File: config.mk
export PLATFORM = sky130hd
export DESIGN_NAME = pas_front
export DESIGN_NICKNAME = d
export VERILOG_FILES = /design/src/design/pas_pkg.sv /design/src/design/pas_front.sv
export SDC_FILE = /design/constraint.sdc
export NUM_CORES = 1
export LEC_CHECK = 0
export BUFFER_PORTS_ARGS = -buffer_cell sky130_fd_sc_hd__buf_4
export CAP_MARGIN = 20
export CORE_UTILIZATION = 45
export CTS_CLUSTER_DIAMETER = 200
export DETAILED_ROUTE_END_ITERATION = 10
export PLACE_DENSITY = 0.73
export SYNTH_ARGS = -nofsm -noshare
export SYNTH_HDL_FRONTEND = slang
export SYNTH_SLANG_ARGS = --single-unit
File: constraint.sdc
create_clock -name aclk -period 4.47 [get_ports aclk]
set_clock_uncertainty 0.15 [all_clocks]
set_input_delay 0.447 -clock aclk [delete_from_list [all_inputs] [get_ports aclk]]
set_output_delay 0.447 -clock aclk [all_outputs]
set_load 0.05 [all_outputs]
File: src/design/pas_pkg.sv
// shared constants and types for the polar angle sort median block
`timescale 1ns / 1ps
package pas_pkg;
    localparam int MAX_POINTS = 16384;
    localparam int COORD_BITS = 32;
    localparam int ADDR_W     = $clog2(MAX_POINTS);
    localparam int CNT_W      = ADDR_W + 1;
    localparam int NUM_W      = 15;

    typedef struct packed {
        logic [CNT_W-1:0]             count;
        logic signed [COORD_BITS-1:0] pivot_x;
        logic signed [COORD_BITS-1:0] pivot_y;
        logic [ADDR_W-1:0]            pivot_num;
        logic                         lost;
    } job_t;

    typedef enum logic [1:0] {
        CLS_PIVOT,
        CLS_FINITE,
        CLS_INFINITE
    } cls_t;

    typedef enum logic [2:0] {
        B_IDLE,
        B_CRD,
        B_CCAP,
        B_SCAN,
        B_DRAIN,
        B_CHECK,
        B_DONE
    } back_state_t;
endpackage

File: src/design/pas_front.sv
// point loader: stores points and tracks the pivot
`timescale 1ns / 1ps
module pas_front (
    input  logic                              aclk,
    input  logic                              aresetn,
    input  logic                              s_valid,
    output logic                              s_ready,
    input  logic signed [pas_pkg::COORD_BITS-1:0] px,
    input  logic signed [pas_pkg::COORD_BITS-1:0] py,
    input  logic                              last_point,
    input  logic                              q_busy,
    output logic                              push,
    output pas_pkg::job_t                     job,
    output logic                              wr_en,
    output logic [pas_pkg::ADDR_W-1:0]        wr_addr,
    output logic [2*pas_pkg::COORD_BITS-1:0]  wr_data
);
    import pas_pkg::*;

    logic [CNT_W-1:0]             count_reg, count_next;
    logic signed [COORD_BITS-1:0] pivot_x_reg, pivot_x_next;
    logic signed [COORD_BITS-1:0] pivot_y_reg, pivot_y_next;
    logic [ADDR_W-1:0]            pivot_num_reg, pivot_num_next;
    logic                         lost_reg, lost_next;
    logic                         accept, room, take_pivot;

    assign s_ready = !q_busy;
    assign accept  = s_valid && s_ready;
    assign room    = count_reg < CNT_W'(MAX_POINTS);
    assign take_pivot = (count_reg == '0) || (px < pivot_x_reg)
                        || ((px == pivot_x_reg) && (py < pivot_y_reg));

    assign wr_en   = accept && room;
    assign wr_addr = count_reg[ADDR_W-1:0];
    assign wr_data = {py, px};

    always_comb begin
        count_next     = count_reg;
        pivot_x_next   = pivot_x_reg;
        pivot_y_next   = pivot_y_reg;
        pivot_num_next = pivot_num_reg;
        lost_next      = lost_reg;
        if (accept) begin
            if (room) begin
                count_next = count_reg + 1'b1;
                if (take_pivot) begin
                    pivot_x_next   = px;
                    pivot_y_next   = py;
                    pivot_num_next = count_reg[ADDR_W-1:0];
                end
            end else begin
                lost_next = 1'b1;
            end
        end
    end

    assign push = accept && last_point;
    assign job  = '{count: count_next, pivot_x: pivot_x_next, pivot_y: pivot_y_next,
                    pivot_num: pivot_num_next, lost: lost_next};

    always_ff @(posedge aclk) begin
        if (!aresetn || push) begin
            count_reg     <= '0;
            pivot_x_reg   <= '0;
            pivot_y_reg   <= '0;
            pivot_num_reg <= '0;
            lost_reg      <= 1'b0;
        end else begin
            count_reg     <= count_next;
            pivot_x_reg   <= pivot_x_next;
            pivot_y_reg   <= pivot_y_next;
            pivot_num_reg <= pivot_num_next;
            lost_reg      <= lost_next;
        end
    end
endmodule

==> results.json <==
{
  "outcome": "completed",
  "syn_avg_cell_area_sq_um": 8.90,
  "vias": 5667,
  "hold_buffers": 0,
  "synthTopCellsByArea": "dfxtp_1 (26%), mux2_4 (13%), ha_1 (11%)",
  "ys_ff_latch": 94,
  "antenna_found_initial": 0,
  "clockBufferDepth": 2,
  "hold_depth": 3,
  "dpl_cell_area_sq_mm": 0.00860,
  "synth_area_leader_cell": "dfxtp_1",
  "track_usage": 0.186,
  "drive_above_1_share": 0.360,
  "post-cts-setup-buffers": 0,
  "antenna_left": 0,
  "synth-async-reset-ratio": 0,
  "nets": 1091,
  "fin_tns_setup_ps": 0,
  "finalCriticalPeriod_ps": 4180,
  "final_common_cell": "buf_4",
  "end_kind": "output port",
  "netlist-cell-type-count": 43,
  "worstHoldStart": "px[12]",
  "finalCritPeriodShare": 0.934,
  "clk_latency_ps": 340,
  "dieWidth_microns": 129,
  "cp.arrival_ps": 3580,
  "area_delta_synth_final_pct": 23.2,
  "numCtsBuffers": 9,
  "nFillCells": 1463,
  "r2r_setup_slack_ps": 1330,
  "layout_common_cells": "buf_4 (246), nand2_1 (169), dfxtp_1 (94)",
  "clkSinkCount": 94,
  "dieArea_sq_mm": 0.0166,
  "yosys_warnings": 0,
  "worst_pin_slew_ps": 795,
  "num_rows": 46,
  "cts_tree": "built",
  "htree_levels": 3,
  "hp-class": "primary input to flop",
  "multiInputGateArea_sq_mm": 0.00430,
  "place_congestion": 0.800,
  "rsz0062_at_grt": "false",
  "core-area_sq_mm": 0.0158,
  "r2r_end": "pivot_y_reg[4]",
  "cellPowerDensity_mw_per_mm2": 291,
  "gr-total-overflow": 0,
  "grt_max_degree": 87,
  "path_max_fanout": 65,
  "seqCellArea_sq_mm": 0.00188,
  "slew_violations": 0,
  "min_to": "pivot_x_reg[12]",
  "crit_type": "flop to output port",
  "root_buffer": "clkbuf_16",
  "rr_startpoint": "pivot_y_reg[1]",
  "vias_per_cell": 4.81,
  "worstRegToRegCells": 10,
  "finalSetupViolations": 0,
  "drt_iter0_drc": 266,
  "crit_required_ps": 3870,
  "clk_pin_slew_ps": 70,
  "synth_top_cell_area_share": 0.260,
  "fp.dieH_microns": 129,
  "hold_viol": 0,
  "synthesis.nets": 948,
  "dr.pass1.iters": 8,
  "grt_pass1_vias": 5234,
  "antennaDiodeCount": 0,
  "drv_cap": 0,
  "wl_mm": 15.5,
  "final_area_sq_mm": 0.00893,
  "netlist_area_sq_mm": 0.00725,
  "worst_setup_path_start_kind": "flop",
  "io_pins": 244,
  "ys.flop_type": "dfxtp_1",
  "grt_pass1_wl_mm": 24.9,
  "wl_per_cell_microns": 13.2,
  "ys_seq_area_frac": 0.260,
  "whs_ps": 225,
  "fmax_ghz": 0.239,
  "total_leakage_power_nw": 4.14,
  "io_buffers": 243,
  "slew_headroom": 0.470,
  "dp_hpwl_mm": 11.8,
  "drc": 0,
  "vdd_drop_max_uv": 222,
  "synth_edf_count": 0,
  "synth_cells": 814,
  "start_util": 0.458
}
[what timing repair did]
action                                  CTS  global route
hold endpoints to repair                  0             0
endpoints found under the setup margin    0            17
gates resized for setup                   0             1
[power breakdown]
group	internal, mW	total, mW	switching (mW)
clock network	0.504	0.836	0.333
logic	0.329	0.868	0.539
registers	0.868	0.893	0.0245
[worst max-delay path, stage by stage, from the launching register on]
cell	delay, ps
dfxtp_1	370
inv_1	60
ha_1	260
a2111oi_0	380
nor3_1	150
o311ai_1	340
and4bb_1	250
mux2i_1	130
a21boi_4	270
buf_12	370
mux2_2	390
buf_4	190
[layout make-up]
class	instances	area share
multi-input combinational	535	0.481
inverter	68	0.0286
clock buffer	10	0.0268
sequential	94	0.211
clock inverter	6	0.00953
tap	216	0.0303
timing repair buffer	249	0.213
[cells by family after synthesis]
kind of cell,count (synthesis),synth area share
AOI/OAI and AO/OA,53,0.0471
DFF,94,0.260
muxes,157,0.262
buffers and inverters,185,0.149
and+or+nand+nor,247,0.153
xor gates and xnor gates,13,0.0157
adders and majority gates,65,0.112
[per-layer routing]
| layer | track usage | share of wire | routed length, microns |
|---|---|---|---|
| met1 | 0.229 | 0.45 | 6950 |
| met4 | 0.0685 | 0.014 | 214 |
| met3 | 0.0395 | 0.057 | 877 |
| met5 | 0 | 0 | 0 |
| met2 | 0.319 | 0.48 | 7460 |
[synthesized netlist by cell type, types with 8 or more instances]
cell type	n
dfxtp_1	94
o21ai_0	8
nand3_1	8
buf_4	87
mux2_2	16
mux2_4	62
mux2i_1	79
nor2_1	8
a21o_1	9
clkbuf_1	21
inv_1	68
ha_1	65
nand4_1	15
and2_1	17
buf_6	8
a21oi_1	20
nand2_1	169
[per-stage QoR]
step | utilization | setup WS, ps | std cells | total power, mW
global placement | 0.543 | 412 | 1162 | 1.78
global route | 0.564 | 67.3 | 1178 | 2.73
finish | 0.564 | 295 | 1178 | 2.60
floorplan | - | 1080 | 814 | 1.58
detailed placement | 0.543 | 379 | 1162 | 1.79
CTS | 0.564 | 188 | 1178 | 2.63
[worst max-delay path by stage]
stage | start | depth (start not counted) | endpoint
final | pivot_y_reg[1] | 11 | job[10]
after CTS | pivot_y_reg[31] | 11 | job[55]
after detailed placement | py[31] | 11 | job[55]
after global placement | px[14] | 12 | job[62]
after floorplan | px[25] | 11 | job[15]
after global routing | pivot_y_reg[23] | 11 | job[8]
Note: power is estimated with default switching activity, not from simulation.
