<file path="config.mk">
export PLATFORM = sky130hd
export DESIGN_NAME = pas_ram
export DESIGN_NICKNAME = d
export VERILOG_FILES = /design/src/design/pas_ram.sv
export SDC_FILE = /design/constraint.sdc
export NUM_CORES = 1
export LEC_CHECK = 0
export BUFFER_PORTS_ARGS = -buffer_cell sky130_fd_sc_hd__buf_2
export CAP_MARGIN = 20
export CORE_AREA = 2 2 97 99
export CTS_CLUSTER_DIAMETER = 50
export DETAILED_ROUTE_END_ITERATION = 7
export DIE_AREA = 0 0 99 101
export GPL_TIMING_DRIVEN = 0
export PLACE_DENSITY = 0.73
export SKIP_CTS_REPAIR_TIMING = 1
export SLEW_MARGIN = 20
export SYNTH_ARGS = -nofsm -noshare
export SYNTH_HDL_FRONTEND = slang
export SYNTH_SLANG_ARGS = --single-unit
</file>
<file path="constraint.sdc">
create_clock -name aclk -period 5.8 [get_ports aclk]
set_input_delay 1.16 -clock aclk [delete_from_list [all_inputs] [get_ports aclk]]
set_output_delay 1.16 -clock aclk [all_outputs]
set_load 0.01 [all_outputs]
</file>
<file path="src/design/pas_ram.sv">
// generic single write port ram with registered read
`timescale 1ns / 1ps
module pas_ram #(
    parameter int WIDTH = 8,
    parameter int DEPTH = 16
) (
    input  logic                     aclk,
    input  logic                     wr_en,
    input  logic [$clog2(DEPTH)-1:0] wr_addr,
    input  logic [WIDTH-1:0]         wr_data,
    input  logic                     rd_en,
    input  logic [$clog2(DEPTH)-1:0] rd_addr,
    output logic [WIDTH-1:0]         rd_data
);
    logic [WIDTH-1:0] mem [DEPTH];

    always_ff @(posedge aclk) begin
        if (wr_en) begin
            mem[wr_addr] <= wr_data;
        end
        if (rd_en) begin
            rd_data <= mem[rd_addr];
        end
    end
endmodule

</file>
==> flow_metrics.tcl, run 1 <==
set metrics [dict create \
    status "completed" \
    grt_pass1_wl_mm 14.5 \
    layout-drive-gt1-share 0.287 \
    period_minus_slack_ns 2.30 \
    crit_required_ns 5.94 \
    finalHoldWorstSlack_ns 0.762 \
    h-tree-depth 4 \
    path_class "in2reg" \
    top_usage_layer "met2" \
    synth.avg_cell_area_um2 22.8 \
    antennaDiodeCount 0 \
    place.gp.congestion 0.704 \
    grt_overflow 0 \
    power_density_mw_per_mm2 355 \
    wl_per_cell_um 24.1 \
    r2r_slack_ns 4.20 \
    max-cap-violations 0 \
    synth_common_cells "136 x edfxtp_1, 18 x mux4_2, 16 x a22oi_1" \
    endpoint_kind "register" \
    post-route-drc-count 0 \
    ant_nets 0 \
    dp_cells 365 \
    ios 27 \
    via_count 2444 \
    first_pass_iters 4 \
    yosysMostFrequentCell "edfxtp_1" \
    use_met1 0.304 \
    die_y_um 101 \
    r2r_start "mem[5][0]$_DFFE_PP_" \
    maxSlewHeadroom 0.433 \
    synth-edff-count 136 \
    drt-initial-drc-count 268 \
    p_total_mw 2.14 \
    ys_warn_count 0 \
    leakagePower_nw 2.00 \
    synthTopCellsByArea "edfxtp_1 78%, mux4_2 7.8%, mux4_1 7.0%" \
    cts.sink_count 136 \
    die_x_um 99 \
    finalNonFillerCells 397 \
    grt_max_degree 17 \
    synth.top_cell.area_share 0.781 \
    clock_path_buffers 2 \
    seqCellArea_mm2 0.00408 \
    synth_nets 248 \
    synth-main-ff-cell "edfxtp_1" \
    syn_area_mm2 0.00523 \
    clk_latency_ns 0.51 \
    fmax_mhz 435 \
    avgViaCountPerCell 6.16 \
    yosysTopAreaCell "edfxtp_1" \
    grtUsageMet3 0.0555 \
    min-delay-start "mem[10][4]$_DFFE_PP_" \
    hold_viol 0 \
    grt_pass1_vias 2383 \
    design.core.area_mm2 0.00898 \
    ir_drop_v 0.000223 \
    worstSetupStartpointType "primary input" \
    cts_tree "built" \
    antenna_found_initial 0 \
    wl_mm 9.58 \
    synth_seq_cells 136 \
    worstPathMaxFanout 8 \
    die_area_mm2 0.0100 \
    startpoint "wr_addr[2]" \
    num_rows 35 \
    multi_input_area_mm2 0.00108 \
    portBuffers 25 \
    ys_seq_area_frac 0.781 \
    setup_violations 0 \
    nets 292 \
    ys_async_sr_fraction 0 \
    hp-class "reg2reg" \
    cp.arrival_ns 2.44 \
    fillers 554 \
    syn_to_final_growth_pct 15.2 \
    initial_utilization 0.582 \
    tns_ns 0 \
    ys_types 18 \
    worstMarginPinSlew_ns 0.847 \
    clk_pin_slew_ns 0.06 \
    cts_buffers 17 \
    met2_usage 0.317 \
    root_buffer "clkbuf_8" \
    rsz0062_at_grt "no" \
    drv_slew 0 \
    dp_hpwl_mm 5.92 \
    timing.final.crit_share 0.397 \
    grt_usage 0.210 \
    finClkSkew_ns 0.00342 \
    netlist_instances 229 \
]
## state kept, by name (all words and copies together), names as in the netlist
register and cells:
rd_data 8, mem 128
## cells in the final DEF, fill, tap and decap left out, drive strengths merged
cell type      count
edfxtp           136
clkinv            10
and2b              1
nand3              1
clkinvlp           2
clkbuf            19
a22oi             16
nor3               4
nand2              9
bufinv             1
and2               1
buf               32
nor2              13
or3b               1
clkdlybuf4s25      3
nand2b             2
mux4              32
nand3b             2
nor2b              1
## layout make-up
cell class,count,share of cell area
repair buffers,25,0.0208
well taps,111,0.0231
plain buffers,10,0.0143
clock buffers,19,0.0700
clock inverters,13,0.0145
multi-input cells,83,0.179
flip-flops and latches,136,0.678
## through the flow
step | worst slack, ns | area [µm²] | util
final | 3.50 | 6020 | 0.671
after detailed placement | 2.96 | 5510 | 0.614
after floorplan | 3.15 | 5230 | -
after global routing | 3.43 | 6020 | 0.671
after CTS | 3.49 | 6020 | 0.671
after global placement | 2.59 | 5490 | 0.612
## routing by layer
| metal | wire (µm) | share of wire | vias to the layer above |
|---|---|---|---|
| li1 | - | - | 1070 |
| met1 | 4050 | 0.42 | 1243 |
| met3 | 701 | 0.073 | 18 |
| met4 | 228 | 0.024 | 0 |
| met2 | 4600 | 0.48 | 113 |
| met5 | 0 | 0 | - |
## path summary, 6_finish.rpt
kind,end,depth (start not counted)
worst max register to register,rd_data[0]$_DFFE_PP_,3
worst max-delay path,mem[0][7]$_DFFE_PP_,3
worst min-delay path,rd_data[4]$_DFFE_PP_,3
worst min register to register,rd_data[4]$_DFFE_PP_,3
## report_power, final
part | leakage (nW) | internal [mW] | switching, mW | total [mW]
Clock | 0.246 | 0.554 | 0.364 | 0.918
Sequential | 1.24 | 1.11 | 0.00481 | 1.11
Combinational | 0.523 | 0.0427 | 0.0624 | 0.105
Total | 2.00 | 1.70 | 0.431 | 2.14
## critical path, stage by stage
cell	delay [ns]
buf_2	0.11
or3b_2	0.54
nor3_2	0.62
## cell families (layout without fill, tap and decap cells)
logic type / count (synthesis) / in the layout / synth area share
buffers and inverters: 10 / 67 / 0.0165
multiplexers: 32 / 32 / 0.148
AND/OR/NAND/NOR: 35 / 35 / 0.0314
flip-flops: 136 / 136 / 0.781
AO/OA/AOI/OAI: 16 / 16 / 0.0230
Note: power is estimated with default switching activity, not from simulation.
==> run 2, diff against run 1 <==
--- a/config.mk
+++ b/config.mk
@@ -7,12 +7,12 @@
 export LEC_CHECK = 0
 export BUFFER_PORTS_ARGS = -buffer_cell sky130_fd_sc_hd__buf_2
 export CAP_MARGIN = 20
-export CORE_AREA = 2 2 97 99
+export CORE_AREA = 2 2 102 104
 export CTS_CLUSTER_DIAMETER = 50
 export DETAILED_ROUTE_END_ITERATION = 7
-export DIE_AREA = 0 0 99 101
+export DIE_AREA = 0 0 104 106
 export GPL_TIMING_DRIVEN = 0
-export PLACE_DENSITY = 0.73
+export PLACE_DENSITY = 0.69
 export SKIP_CTS_REPAIR_TIMING = 1
 export SLEW_MARGIN = 20
 export SYNTH_ARGS = -nofsm -noshare
==> constraint.sdc (replaced) <==
create_clock -name aclk -period 2 [get_ports aclk]
set_input_delay 0.4 -clock aclk [delete_from_list [all_inputs] [get_ports aclk]]
set_output_delay 0.4 -clock aclk [all_outputs]
set_load 0.01 [all_outputs]
==> run 2 against run 1 <==
- sequential power grew to 2.9 times the previous value
- core utilization is 5.2 points lower
- first-iteration DRC count is 18% lower
- combinational power grew to 2.9 times the previous value
- final cell count is 6.0% higher
- non-clock buffer count stayed put
- clock-buffer cell count is 1 lower
- routed wire length is 0.45% higher
- worst hold slack worse by 0.54 ns
- final area is 2.8% higher
==> flow_metrics.tcl, run 2 (synthesis gave the netlist of run 1 again) <==
set metrics [dict create \
    status "completed" \
    setup_violations 0 \
    grt_usage 0.189 \
    power_frac_comb 0.044 \
    worstPathMaxFanout 1 \
    layout_commonest_cell "edfxtp_1" \
    num_rows 37 \
    via_count 2398 \
    p_seq_frac 0.467 \
    wl_per_cell_um 22.9 \
    p_total_mw 6.91 \
    maxSlewHeadroom 0.457 \
    holdPathEnd "rd_data[5]$_DFFE_PP_" \
    endpoint_kind "register" \
    drv_slew 0 \
    hp-class "in2reg" \
    power_density_mw_per_mm2 1120 \
    layout-drive-gt1-share 0.305 \
    grt_max_degree 17 \
    period_minus_slack_ns 1.62 \
    seqCellArea_mm2 0.00408 \
    wl_mm 9.63 \
    antennaDiodeCount 0 \
    path_class "reg2reg" \
    whs_path_depth 1 \
    cts_tree "built" \
    avgViaCountPerCell 5.70 \
    cp.arrival_ns 1.86 \
    clk_pin_slew_ns 0.06 \
    clock_path_buffers 2 \
    grt_pass1_vias 2405 \
    rsz0062_at_grt "no" \
    max-cap-violations 0 \
    fmax_mhz 619 \
    leakagePower_nw 2.06 \
    cts.sink_count 136 \
    crit_required_ns 2.24 \
    die_x_um 104 \
    timing.final.crit_share 0.808 \
    rr_worst_depth 3 \
    place.gp.congestion 0.707 \
    min-delay-start "rd_en" \
    clk_latency_ns 0.51 \
    top_regs "mem (128), rd_data (8)" \
    ir_drop_v 0.000539 \
    grt_overflow 0 \
    r2r_slack_ns 0.38 \
    intPower_mw 5.60 \
    swShare 0.189 \
    die_y_um 106 \
    first_pass_iters 5 \
    nets 292 \
    post-route-drc-count 0 \
    layout_common_cells "136 x edfxtp_1, 28 x buf_2, 18 x mux4_2" \
    portBuffers 25 \
    antenna_found_initial 0 \
    design.core.area_mm2 0.0100 \
    hold_viol 0 \
    largest_register_ffs 128 \
    ant_nets 0 \
    dp_hpwl_mm 5.87 \
    r2r_end "rd_data[0]$_DFFE_PP_" \
    syn_to_final_growth_pct 18.4 \
    cts_buffers 17 \
    p_sw_mw 1.31 \
    grt_pass1_wl_mm 14.5 \
    finClkSkew_ns 0.00680 \
    drt-initial-drc-count 221 \
    worstMarginPinSlew_ns 0.812 \
    p_clk_frac 0.489 \
    tns_ns 0 \
    worstSetupStartpointType "register" \
    top_register "mem" \
    r2r_start "mem[5][0]$_DFFE_PP_" \
    initial_utilization 0.523 \
    h-tree-depth 4 \
    ios 27 \
    root_buffer "clkbuf_8" \
    fillers 703 \
    multi_input_area_mm2 0.00108 \
    die_area_mm2 0.0110 \
]
-- run 2: worst max path at each step --
stage	end	slack, ns	from	depth (start not counted)
2_1_floorplan	mem[0][0]$_DFFE_PP_	0.11	wr_addr[2]	2
3_3_place_gp	mem[0][4]$_DFFE_PP_	-0.48	wr_addr[2]	3
3_5_place_dp	mem[2][2]$_DFFE_PP_	-0.10	wr_addr[2]	3
4_1_cts	rd_data[0]$_DFFE_PP_	0.40	mem[6][0]$_DFFE_PP_	3
5_1_grt	rd_data[0]$_DFFE_PP_	0.36	mem[5][0]$_DFFE_PP_	3
6_report	rd_data[0]$_DFFE_PP_	0.38	mem[5][0]$_DFFE_PP_	3
-- run 2: layout make-up --
class / count / area share
multi-input cells: 83 / 0.174
well taps: 136 / 0.0275
clock inverters: 13 / 0.0368
clock buffers: 18 / 0.0675
plain buffers: 10 / 0.0140
flip-flops and latches: 136 / 0.660
repair buffers: 25 / 0.0202
-- run 2: critical path: stages (launching register included) --
cell and delay [ns]:
edfxtp_1 0.35, mux4_1 0.55, a22oi_1 0.32, nand2_1 0.12
-- run 2: per-layer routing --
layer	wire length, µm	vias to the layer above	track usage
met5	0	-	0
met4	132	0	0.0753
met3	570	8	0.0558
met2	4720	93	0.272
met1	4210	1228	0.274
li1	-	1069	-
-- run 2: through the flow --
step | setup slack [ns] | util | instance area, µm² | hold WS [ns] | instances
after floorplan | 0.107 | - | 5230 | 0.499 | 229
after global placement | -0.480 | 0.552 | 5520 | 0.733 | 390
after detailed placement | -0.102 | 0.554 | 5540 | 0.744 | 390
after CTS | 0.401 | 0.619 | 6190 | 0.207 | 421
after global routing | 0.365 | 0.619 | 6190 | 0.216 | 421
final | 0.385 | 0.619 | 6190 | 0.224 | 421
-- run 2: power by group through the flow --
stage	registers (mW)	logic, mW	clock network [mW]
after detailed placement	3.28	0.307	0
after global routing	3.23	0.329	3.52
after CTS	3.23	0.309	3.39
after global placement	3.28	0.297	0
final	3.23	0.304	3.37
after floorplan	3.29	0.162	0
==> run 3, diff against run 2 <==
--- a/config.mk
+++ b/config.mk
@@ -7,12 +7,12 @@
 export LEC_CHECK = 0
 export BUFFER_PORTS_ARGS = -buffer_cell sky130_fd_sc_hd__buf_2
 export CAP_MARGIN = 20
-export CORE_AREA = 2 2 102 104
+export CORE_AREA = 2 2 97 99
 export CTS_CLUSTER_DIAMETER = 50
 export DETAILED_ROUTE_END_ITERATION = 7
-export DIE_AREA = 0 0 104 106
+export DIE_AREA = 0 0 99 101
 export GPL_TIMING_DRIVEN = 0
-export PLACE_DENSITY = 0.69
+export PLACE_DENSITY = 0.73
 export SKIP_CTS_REPAIR_TIMING = 1
 export SLEW_MARGIN = 20
 export SYNTH_ARGS = -nofsm -noshare
==> constraint.sdc (replaced) <==
create_clock -name aclk -period 1.61 [get_ports aclk]
set_input_delay 0.322 -clock aclk [delete_from_list [all_inputs] [get_ports aclk]]
set_output_delay 0.322 -clock aclk [all_outputs]
set_load 0.01 [all_outputs]
==> run 3 against run 2 <==
- global-route usage grew 2.5 points
- maximum frequency is 4.9% higher
- die area shrank 9.3%
- core utilization is 5.5 points higher
- clock skew barely moved
==> flow_metrics.tcl, run 3 (synthesis gave the netlist of run 1 again) <==
set metrics [dict create \
    dp_cells 365 \
    status "completed" \
    via_count 2458 \
    leakagePower_nw 2.02 \
    intPower_mw 6.31 \
    tns_ns 0 \
    power_density_mw_per_mm2 1300 \
    antennaDiodeCount 0 \
    top_regs "mem (128), rd_data (8)" \
    max-cap-violations 0 \
    die_y_um 101 \
    root_buffer "clkbuf_8" \
    slowest_delay_ns 0.47 \
    dp_hpwl_mm 6.06 \
    grt_pass1_wl_mm 14.7 \
    post-route-drc-count 0 \
    critPathSlowestCell "mux4_2" \
    die_area_mm2 0.0100 \
    cp_top_family "multiplexers" \
    first_pass_iters 4 \
    worstPathMaxFanout 1 \
    place.gp.congestion 0.733 \
    num_rows 35 \
    utilization 0.674 \
    top_register "mem" \
    h-tree-depth 4 \
    ios 27 \
    cp.arrival_ns 1.79 \
    drt-initial-drc-count 280 \
    endpoint_kind "register" \
    design.core.area_mm2 0.00898 \
    hold_viol 0 \
    clock_path_buffers 2 \
    crit_required_ns 1.86 \
    grt_max_degree 17 \
    clk_pin_slew_ns 0.06 \
    layout_common_cells "136 x edfxtp_1, 28 x buf_2, 18 x mux4_2" \
    nets 292 \
    swShare 0.198 \
    grt_overflow 0 \
    fillers 545 \
    finalHoldWorstSlack_ns 0.156 \
    cts_buffers 17 \
    setup_violations 0 \
    worstPathCellList "mux4_2 -> a22oi_1 -> nand2_1" \
    cts.sink_count 136 \
    cts_tree "built" \
    syn_to_final_growth_pct 15.7 \
    setup_slack_ns 0.0706 \
    pre_cts_ws_ns -0.447 \
    largest_register_ffs 128 \
    clk_latency_ns 0.51 \
    initial_utilization 0.582 \
    maxSlewHeadroom 0.450 \
    hp-class "in2reg" \
    portBuffers 25 \
    p_seq_frac 0.509 \
    ant_nets 0 \
    grt_pass1_vias 2478 \
    grt_usage 0.213 \
    avgViaCountPerCell 6.21 \
    worst-path-buf-inv 0 \
    finClkSkew_ns 0.00644 \
    die_x_um 99 \
    fmax_mhz 650 \
    power_frac_comb 0.048 \
    finalNonFillerCells 396 \
    layout_commonest_cell "edfxtp_1" \
    antenna_found_initial 0 \
    ir_drop_v 0.000740 \
    path_class "reg2reg" \
    timing.final.crit_share 0.956 \
    worstSetupStartpointType "register" \
    placed_area_mm2 0.00551 \
    p_sw_mw 1.56 \
    worstMarginPinSlew_ns 0.823 \
    drv_slew 0 \
    final_area_mm2 0.00605 \
    wl_mm 9.78 \
    rsz0062_at_grt "no" \
    layout-drive-gt1-share 0.295 \
    p_total_mw 7.87 \
    period_minus_slack_ns 1.54 \
    p_clk_frac 0.442 \
    wl_per_cell_um 24.7 \
]
[run 3: changes by cell type in the layout (fill, tap and decap cells not counted), sizes merged]
cell | previous run | this run
clkinvlp | 4 | 1
bufinv | 6 | 2
clkbuf | 18 | 20
clkinv | 3 | 8
[run 3: final cells by class]
cell class | instances | area (µm²) | area share
flip-flops and latches | 136 | 4080 | 0.675
multi-input cells | 83 | 1080 | 0.179
plain buffers | 10 | 86.3 | 0.0143
clock buffers | 20 | 425 | 0.0703
repair buffers | 25 | 125 | 0.0207
well taps | 111 | 139 | 0.0230
clock inverters | 11 | 108 | 0.0178
[run 3: power groups by stage]
stage               registers, mW  logic, mW  clock network [mW]
finish                       4.01      0.381                3.48
global route                 4.01      0.410                3.67
CTS                          4.01      0.384                3.51
detailed placement           4.08      0.380                   0
global placement             4.08      0.368                   0
floorplan                    4.09      0.202                   0
[run 3: worst reg2reg max path: stages (launching register included)]
cell and delay, ns:
edfxtp_1 0.37, mux4_2 0.47, a22oi_1 0.32, nand2_1 0.12
[run 3: worst paths after layout]
check,cells past startpoint,slack [ns],to,from
worst min-delay path,1,0.16,rd_data[0]$_DFFE_PP_,rd_en
worst max-delay path,3,0.07,rd_data[7]$_DFFE_PP_,mem[3][7]$_DFFE_PP_
worst max register to register,3,0.07,rd_data[7]$_DFFE_PP_,mem[3][7]$_DFFE_PP_
worst min register to register,3,0.76,rd_data[2]$_DFFE_PP_,mem[8][2]$_DFFE_PP_
[run 3: routing by layer]
layer | global-route usage | wire length (µm)
met3 | 0.0451 | 584
met2 | 0.334 | 4990
met4 | 0.0864 | 125
met5 | 0 | 0
met1 | 0.299 | 4090
