[src/design/pas_pkg.sv]
// shared constants and types for the polar angle sort median block
`timescale 1ns / 1ps
package pas_pkg;
    localparam int MAX_POINTS = 16384;
    localparam int COORD_BITS = 32;
    localparam int ADDR_W     = $clog2(MAX_POINTS);
    localparam int CNT_W      = ADDR_W + 1;
    localparam int NUM_W      = 15;

    typedef struct packed {
        logic [CNT_W-1:0]             count;
        logic signed [COORD_BITS-1:0] pivot_x;
        logic signed [COORD_BITS-1:0] pivot_y;
        logic [ADDR_W-1:0]            pivot_num;
        logic                         lost;
    } job_t;

    typedef enum logic [1:0] {
        CLS_PIVOT,
        CLS_FINITE,
        CLS_INFINITE
    } cls_t;

    typedef enum logic [2:0] {
        B_IDLE,
        B_CRD,
        B_CCAP,
        B_SCAN,
        B_DRAIN,
        B_CHECK,
        B_DONE
    } back_state_t;
endpackage

[src/design/pas_job_q.sv]
// one-entry job queue between loader and sorter
`timescale 1ns / 1ps
module pas_job_q (
    input  logic          aclk,
    input  logic          aresetn,
    input  logic          push,
    input  pas_pkg::job_t push_job,
    input  logic          pop,
    output logic          job_valid,
    output pas_pkg::job_t job
);
    import pas_pkg::*;

    logic valid_reg;
    job_t job_reg;

    assign job_valid = valid_reg;
    assign job       = job_reg;

    always_ff @(posedge aclk) begin
        if (!aresetn) begin
            valid_reg <= 1'b0;
        end else if (push) begin
            valid_reg <= 1'b1;
        end else if (pop) begin
            valid_reg <= 1'b0;
        end
    end

    always_ff @(posedge aclk) begin
        if (push) begin
            job_reg <= push_job;
        end
    end
endmodule

[config.mk]
export PLATFORM = sky130hd
export DESIGN_NAME = pas_job_q
export DESIGN_NICKNAME = d
export VERILOG_FILES = /design/src/design/pas_pkg.sv /design/src/design/pas_job_q.sv
export SDC_FILE = /design/constraint.sdc
export NUM_CORES = 1
export LEC_CHECK = 0
export ABC_AREA = 1
export BUFFER_PORTS_ARGS = -buffer_cell sky130_fd_sc_hd__clkbuf_2
export CAP_MARGIN = 5
export CORE_MARGIN = 8
export CORE_UTILIZATION = 46
export CTS_BUF_LIST = sky130_fd_sc_hd__clkbuf_8
export DETAILED_ROUTE_END_ITERATION = 8
export PLACE_DENSITY = 0.89
export SYNTH_ARGS = -nofsm -noshare
export SYNTH_HDL_FRONTEND = slang
export SYNTH_SLANG_ARGS = --single-unit
[constraint.sdc]
create_clock -name aclk -period 0.94 [get_ports aclk]
set_input_delay 0.282 -clock aclk [delete_from_list [all_inputs] [get_ports aclk]]
set_output_delay 0.282 -clock aclk [all_outputs]
set_load 0.005 [all_outputs]
==> results of run 1 <==
[where the power goes]
| part | internal, W | switching [W] | total (W) | leakage (nW) |
|---|---|---|---|---|
| combinational | 0.000379 | 0.000360 | 0.000738 | 0.861 |
| clock | 0.00124 | 0.00143 | 0.00266 | 0.0974 |
| sequential | 0.00502 | 0.000103 | 0.00512 | 0.929 |
[cell usage in the layout, fill, tap and decap left out]
master	instances
nand2_1	1
clkbuf_2	185
clkinvlp_4	2
buf_6	1
buf_2	5
buf_12	2
dfxtp_2	1
a21oi_2	1
buf_4	6
inv_1	4
diode_2	1
clkbuf_8	9
inv_6	2
edfxtp_1	94
bufinv_16	1
clkinv_2	1
[logic make-up (layout without fill, tap and decap cells)]
kind of cell / Yosys count / count (layout)
DFF: 95 / 95
buffers and inverters: 3 / 218
AOI/OAI and AO/OA: 1 / 1
other: 0 / 1
and+or+nand+nor: 1 / 1
[what timing repair did]
item	CTS	global route
gates resized for setup	1	7
pin swaps	0	0
setup buffers	0	1
setup endpoints to repair	95	95
[final cells by class]
class,count,area [um^2]
diodes,1,2.50
clock buffers,9,124
clock inverters,7,71.3
fillers,394,1780
inverters,3,11.3
multi-input cells,2,12.5
flip-flops and latches,95,2840
well taps,75,93.8
repair buffers,199,1050
[worst min path at each step]
stage                      start   endpoint  slack, ns
floorplan            push_job[0]     job[0]       0.38
global placement       job_valid  job_valid       0.46
detailed placement  push_job[61]    job[61]       0.46
CTS                 push_job[61]    job[61]       0.08
global route        push_job[54]    job[54]       0.08
finish              push_job[61]    job[61]       0.09
[stage by stage]
| step | total power, W | utilization [%] | instance area, um^2 | cells |
|---|---|---|---|---|
| global placement | 0.00590 | 66.7 | 3990 | 373 |
| finish | 0.00852 | 70.2 | 4210 | 391 |
| global route | 0.00881 | 70.2 | 4210 | 391 |
| detailed placement | 0.00595 | 66.7 | 3990 | 373 |
| floorplan | 0.00526 | - | 2870 | 100 |
| CTS | 0.00857 | 69.9 | 4190 | 389 |
[metal layers]
layer	global-route usage (%)	wire (um)	up-vias
met1	16.1	2680	901
met5	0	0	-
met2	33.1	4600	120
met3	11.9	1220	14
li1	-	-	819
met4	9.10	216	0
==> results_tabular.tex, run 1 <==
\begin{tabular}{lr}
\hline
Metric & Value \\
\hline
\multicolumn{2}{l}{\textbf{Outcome}} \\
\quad Result of the run & finished, violations left \\
\quad Violated checks & negative setup slack \\
\multicolumn{2}{l}{\textbf{Yosys}} \\
\quad Proportion of synthesized chip area in sequential cells & 99.2\% \\
\quad Area fraction in compound gates after synthesis & 0.306\% \\
\quad Post-synthesis instance area & 2870 um\^{}2 \\
\quad Total of flip-flops plus latches after synthesis & 95 \\
\quad Number of cells produced by synthesis & 100 \\
\quad Avg Synthesized Cell Area & 28.7 um\^{}2 \\
\quad Synthesized-area fraction occupied by xor and xnor cells & 0\% \\
\quad Share of the synthesized area in the top cell type & 98.5\% \\
\quad Combinational family with the most area after synthesis & buffers and inverters \\
\quad Most common cell in the netlist & edfxtp\_1 \\
\quad Syn nets & 198 \\
\quad Most common library cells after synthesis & edfxtp\_1 (94), inv\_1 (3), a21oi\_2 (1), dfxtp\_1 (1), nand2\_1 (1) \\
\quad Cell types with the largest area share after synthesis & edfxtp\_1 (98\%), dfxtp\_1 (0.70\%), inv\_1 (0.39\%), a21oi\_2 (0.31\%), nand2\_1 (0.13\%) \\
\quad Yosys Warn Count & 0 \\
\quad Adder-cell area share of the yosys netlist & 0\% \\
\quad Unique cell type count in the Yosys netlist & 5 \\
\quad EDFF count, synth & 94 \\
\quad Main synth FF type & edfxtp\_1 \\
\quad Mux cell area share after synthesis & 0\% \\
\quad Fraction of registers with async set/reset & 0\% \\
\quad Cell taking the most area after synthesis & edfxtp\_1 \\
\quad Area fraction in and, or, nand and nor cells after synthesis & 0.131\% \\
\multicolumn{2}{l}{\textbf{Global route}} \\
\quad GRT overflow & 0 \\
\quad Gr usage total & 18.8\% \\
\quad Initial antenna violation count & 1 \\
\quad Global-route wire length before repair & 11,800 um \\
\quad Maximum number of pins on one net before global-route repair & 40 \\
\quad Number of global-route vias before repair & 2,132 \\
\multicolumn{2}{l}{\textbf{Die}} \\
\quad Die outline height & 94.9 um \\
\quad I/O pin count & 193 \\
\quad Full die area & 9010 um\^{}2 \\
\quad Horizontal die dimension & 94.9 um \\
\quad Area of the core & 5990 um\^{}2 \\
\quad Initial Util & 47.8\% \\
\quad Standard-cell row count & 28 \\
\multicolumn{2}{l}{\textbf{Routing}} \\
\quad DRC violation count after routing & 0 \\
\quad Detail-routed via count per cell & 4.74 \\
\quad Drt total wl & 8720 um \\
\quad Post-DRT Antenna Nets & 0 \\
\quad Routed wire per std cell & 22.3 um \\
\quad Vias & 1,854 \\
\quad Total iterations of the first detailed-routing run & 4 \\
\quad 1st-iter DRT viols & 63 \\
\multicolumn{2}{l}{\textbf{Worst setup path}} \\
\quad Critical path launch point & job[32] \\
\quad Nature of the critical path endpoint & output pin \\
\quad Startpoint of the worst register-to-register path & job\_valid \\
\quad Worst setup path endpoint & job[32] \\
\quad Worst r2r path cells & 3 \\
\quad Critical path's slowest cell & edfxtp\_1 \\
\quad Biggest fanout along the worst timing path & 1 \\
\quad Endpoint of the lowest-slack register-to-register path & job\_valid \\
\quad WP depth & 1 \\
\quad Crit path buf inv count & 1 \\
\quad WS Path Type & register to output pin \\
\quad Cell family with most CP delay & flip-flops \\
\quad Reg-to-reg slack, setup & 0.27 ns \\
\quad CP peak stage delay & 0.43 ns \\
\quad Crit path arrival time & 0.94 ns \\
\quad Cells along the critical path & clkbuf\_2 \\
\quad Kind of start point of the critical path & register \\
\quad Required time at the worst-slack endpoint & 0.66 ns \\
\multicolumn{2}{l}{\textbf{Timing}} \\
\quad Number of pins exceeding their max-slew limit in the final report & 0 \\
\quad Final setup violation count & 95 \\
\quad Fin. Hold Viols & 0 \\
\quad Maximum frequency from static timing analysis & 818 MHz \\
\quad Setup TNS Final & -18.75 ns \\
\quad Final min period & 1.22 ns \\
\quad Final WS setup & -0.283 ns \\
\quad Hold slack & 0.0946 ns \\
\quad Max transition margin & 85.8\% \\
\quad Period utilisation layout & 130\% \\
\quad Slew at the pin closest to its max-slew limit & 0.213 ns \\
\quad Unrepaired setup endpoints after global routing & true \\
\quad Worst-case clock skew & 0 ns \\
\multicolumn{2}{l}{\textbf{Place}} \\
\quad Number of port buffers & 192 \\
\quad DP HPWL & 6550 um \\
\quad Setup WS pre-CTS & -0.0734 ns \\
\quad Final weighted congestion of routability-driven global placement & 0.731 \\
\multicolumn{2}{l}{\textbf{Pwr}} \\
\quad Pwr/cell area & 2030 nW/um\^{}2 \\
\quad Static leakage power & 1.89 nW \\
\quad Max IR drop VDD & 1.51 mV \\
\multicolumn{2}{l}{\textbf{Clock network}} \\
\quad Number of buffers added by the clock tree synthesis step & 9 \\
\quad Clock sinks & 95 \\
\quad Root Buffer Master & clkbuf\_8 \\
\quad Clock slew seen by the registers of the worst setup and hold paths & 0.10 ns \\
\quad H-Tree Level Count & 3 \\
\quad Clock tree from TritonCTS & done \\
\quad Clock Tree Buf Depth & 2 \\
\quad Hold-fix buffers at CTS & 0 \\
\quad Worst skew pair latency & 0.35 ns \\
\multicolumn{2}{l}{\textbf{Layout}} \\
\quad Relative area change from synthesis to final layout & 46.7\% \\
\quad Flip-flop count of the largest register, all copies and words added & 94 \\
\quad Fraction of final layout cells with drive strength greater than 1 & 68.6\% \\
\quad Final-stage net count & 408 \\
\multicolumn{2}{l}{\textbf{Worst hold path}} \\
\quad Depth of the worst hold-timing path & 1 \\
\quad Worst min path class & primary input to register \\
\multicolumn{2}{l}{\textbf{Job}} \\
\quad \# Max-Cap Violations & 0 \\
\hline
\end{tabular}
Power figures use the tool's default switching activity.
==> run 2, diff against run 1 <==
--- a/config.mk
+++ b/config.mk
@@ -8,11 +8,13 @@
 export ABC_AREA = 1
 export BUFFER_PORTS_ARGS = -buffer_cell sky130_fd_sc_hd__clkbuf_2
 export CAP_MARGIN = 5
+export CELL_PAD_IN_SITES_DETAIL_PLACEMENT = 1
+export CELL_PAD_IN_SITES_GLOBAL_PLACEMENT = 1
 export CORE_MARGIN = 8
-export CORE_UTILIZATION = 46
+export CORE_UTILIZATION = 36
 export CTS_BUF_LIST = sky130_fd_sc_hd__clkbuf_8
 export DETAILED_ROUTE_END_ITERATION = 8
-export PLACE_DENSITY = 0.89
+export PLACE_DENSITY = 0.88
 export SYNTH_ARGS = -nofsm -noshare
 export SYNTH_HDL_FRONTEND = slang
 export SYNTH_SLANG_ARGS = --single-unit
==> run 2 against run 1 <==
  * The run still ends with negative setup slack left
  * Sequential cell count did not move
  * Non-clock buffer count fell by 4
  * Highest routed layer unchanged
  * Critical path type unchanged
  * Combinational power fell by 4.2%
  * Count of clock-buffer cells in the layout did not move
  * Power rose by 0.97%
  * First-iteration DRC count rose by 3.2%
  * Wire length fell by 6.6%
==> results_tabular.tex, run 2 (synthesized netlist as in run 1, its figures left out) <==
\begin{tabular}{lr}
\hline
Metric & Value \\
\hline
\multicolumn{2}{l}{\textbf{Clock network}} \\
\quad Clock sinks & 95 (unchanged) \\
\quad Number of buffers added by the clock tree synthesis step & 9 (unchanged) \\
\quad Worst skew pair latency & 0.34 ns (about the same) \\
\quad Clock tree from TritonCTS & done \\
\quad Root Buffer Master & clkbuf\_8 \\
\quad Hold-fix buffers at CTS & 0 (unchanged) \\
\quad Number of setup buffers added after CTS & 0 (unchanged) \\
\quad Clock slew seen by the registers of the worst setup and hold paths & 0.09 ns (about the same) \\
\quad H-Tree Level Count & 3 (unchanged) \\
\quad Clock Tree Buf Depth & 2 (unchanged) \\
\multicolumn{2}{l}{\textbf{Worst setup path}} \\
\quad Crit path arrival time & 0.88 ns (-0.06 ns) \\
\quad Crit path buf inv count & 1 (unchanged) \\
\quad WS Path Type & register to output pin \\
\quad Biggest fanout along the worst timing path & 1 (unchanged) \\
\quad Cell family with most CP delay & flip-flops \\
\quad Critical path's slowest cell & edfxtp\_1 \\
\quad Kind of start point of the critical path & register \\
\quad Required time at the worst-slack endpoint & 0.66 ns (about the same) \\
\quad Reg-to-reg slack, setup & 0.37 ns (+0.10 ns) \\
\quad CP peak stage delay & 0.41 ns (-0.02 ns) \\
\quad Nature of the critical path endpoint & output pin \\
\quad Cells along the critical path & clkbuf\_2 \\
\multicolumn{2}{l}{\textbf{Routing}} \\
\quad Vias & 1,788 (-3.6\%) \\
\quad Drt total wl & 8150 um (-6.6\%) \\
\quad Routed wire per std cell & 19.7 um (-12\%) \\
\quad Post-DRT Antenna Nets & 0 (unchanged) \\
\quad Total iterations of the first detailed-routing run & 4 (unchanged) \\
\quad 1st-iter DRT viols & 65 (+3.2\%) \\
\quad Detail-routed via count per cell & 4.33 (-8.7\%) \\
\quad DRC violation count after routing & 0 (unchanged) \\
\multicolumn{2}{l}{\textbf{Layout}} \\
\quad Most frequent cells in the layout & clkbuf\_2 (190), edfxtp\_1 (94), clkbuf\_8 (9), inv\_1 (3) \\
\quad Design Area, Final & 4220 um\^{}2 (+0.39\%) \\
\quad Fraction of final layout cells with drive strength greater than 1 & 67.8\% (-0.73 points) \\
\quad Relative area change from synthesis to final layout & 47.3\% \\
\quad Final-stage net count & 404 (-0.98\%) \\
\quad Most common cell after layout, fill and taps aside & clkbuf\_2 \\
\quad Diodes inserted & 0 (-1) \\
\quad Flip-flop count of the largest register, all copies and words added & 94 (unchanged) \\
\quad Core Util, Final & 54.6\% (-16 points) \\
\quad Layout filler cell count & 782 (+98\%) \\
\multicolumn{2}{l}{\textbf{Global route}} \\
\quad Number of global-route vias before repair & 2,053 (-3.7\%) \\
\quad Gr usage total & 14.7\% (-4.1 points) \\
\quad Global-route wire length before repair & 12,100 um (+2.4\%) \\
\quad GRT overflow & 0 (unchanged) \\
\quad Maximum number of pins on one net before global-route repair & 45 (+13\%) \\
\quad Initial antenna violation count & 0 (-1) \\
\multicolumn{2}{l}{\textbf{Outcome}} \\
\quad Result of the run & finished, violations left \\
\quad Violated checks & negative setup slack \\
\multicolumn{2}{l}{\textbf{Timing}} \\
\quad Final min period & 1.16 ns (-0.0610 ns) \\
\quad Maximum frequency from static timing analysis & 861 MHz (+5.3\%) \\
\quad Slew at the pin closest to its max-slew limit & 0.242 ns (+0.0290 ns) \\
\quad Hold slack & 0.108 ns (+0.0132 ns) \\
\quad Period utilisation layout & 124\% (-6.5 points) \\
\quad Number of pins exceeding their max-slew limit in the final report & 0 (unchanged) \\
\quad Final WS setup & -0.222 ns (+0.0610 ns) \\
\quad Final setup violation count & 95 (unchanged) \\
\quad Fin. Hold Viols & 0 (unchanged) \\
\quad Worst-case clock skew & 0 ns (unchanged) \\
\quad Max transition margin & 83.8\% (-1.9 points) \\
\quad Unrepaired setup endpoints after global routing & true \\
\multicolumn{2}{l}{\textbf{Pwr}} \\
\quad Static leakage power & 1.88 nW (-0.39\%) \\
\quad Pwr/cell area & 2040 nW/um\^{}2 (+0.58\%) \\
\quad Max IR drop VDD & 0.975 mV (-36\%) \\
\quad Relative contribution of sequential cells to total power & 59.4\% (-0.7 points) \\
\quad Net switching share of the total power & 20.2\% (-2.0 points) \\
\quad Clock share of power & 32.3\% (+1.1 points) \\
\quad Power share of the combinational group & 8.2\% (-0.5 points) \\
\quad Internal power & 0.00687 W (+3.5\%) \\
\quad Net switching power of the design & 0.00174 W (-8.0\%) \\
\multicolumn{2}{l}{\textbf{Place}} \\
\quad Area after detailed placement & 4010 um\^{}2 (+0.28\%) \\
\quad Number of port buffers & 192 (unchanged) \\
\quad DP HPWL & 6770 um (+3.4\%) \\
\quad Final weighted congestion of routability-driven global placement & 0.696 (-4.7\%) \\
\quad Setup WS pre-CTS & -0.0555 ns (+0.0179 ns) \\
\multicolumn{2}{l}{\textbf{Die}} \\
\quad Initial Util & 37.1\% (-11 points) \\
\quad Die outline height & 105 um (+11\%) \\
\quad Area of the core & 7730 um\^{}2 (+29\%) \\
\quad Full die area & 11,100 um\^{}2 (+23\%) \\
\quad Standard-cell row count & 32 (+14\%) \\
\quad I/O pin count & 193 (unchanged) \\
\quad Horizontal die dimension & 105 um (+11\%) \\
\multicolumn{2}{l}{\textbf{Worst hold path}} \\
\quad Worst min path class & primary input to register \\
\multicolumn{2}{l}{\textbf{Job}} \\
\quad \# Max-Cap Violations & 0 (unchanged) \\
\hline
\end{tabular}
[run 2: cell types whose count changed in the layout (fill, tap and decap cells not counted)]
cell / change
buf_2: -5
buf_4: -4
bufinv_16: +1
clkbuf_2: +5
clkinv_1: +2
clkinv_2: +1
clkinvlp_4: -2
diode_2: -1
inv_1: -1
inv_6: -1
[run 2: path summary, 6_finish.rpt]
check          startpoint  depth (start not counted)         to
max                job[4]                          1     job[4]
min          push_job[36]                          1    job[36]
max reg2reg     job_valid                          2  job_valid
min reg2reg     job_valid                          2  job_valid
[run 2: final cells by class]
type	count	area, um^2	share of cell area (%)
flip-flops and latches	95	2840	67.3
repair buffers	195	1020	24.1
well taps	102	128	3.02
clock buffers	9	124	2.93
clock inverters	7	86.3	2.04
multi-input cells	2	12.5	0.296
inverters	3	11.3	0.267
[run 2: stage by stage]
step,setup TNS (ns),instances,power (W)
floorplan,0,100,0.00526
global placement,-0.972,397,0.00588
detailed placement,-2.97,397,0.00595
CTS,-19.60,413,0.00874
global route,-21.97,413,0.00897
finish,-16.95,413,0.00861
[run 2: power groups by stage]
| stage | logic [W] | registers (W) | clock network, W |
|---|---|---|---|
| floorplan | 0.00000615 | 0.00525 | 0 |
| global placement | 0.000693 | 0.00519 | 0 |
| detailed placement | 0.000728 | 0.00522 | 0 |
| finish | 0.000707 | 0.00512 | 0.00278 |
| CTS | 0.000731 | 0.00512 | 0.00289 |
| global route | 0.000779 | 0.00515 | 0.00304 |
[run 2: per-layer routing]
layer  vias to the layer above  track usage [%]  share of wire [%]
met3                        12             8.34                 13
met2                       118             25.0                 51
met4                         0             5.91                1.4
li1                        808                -                  -
met1                       850             14.3                 34
met5                         -                0                  0
[run 2: repair_timing]
action | 4_1_cts | 5_1_grt
hold endpoints to repair | 0 | 0
cloned | 0 | 0
endpoints found under the setup margin | 95 | 95
resized for setup | 1 | 2
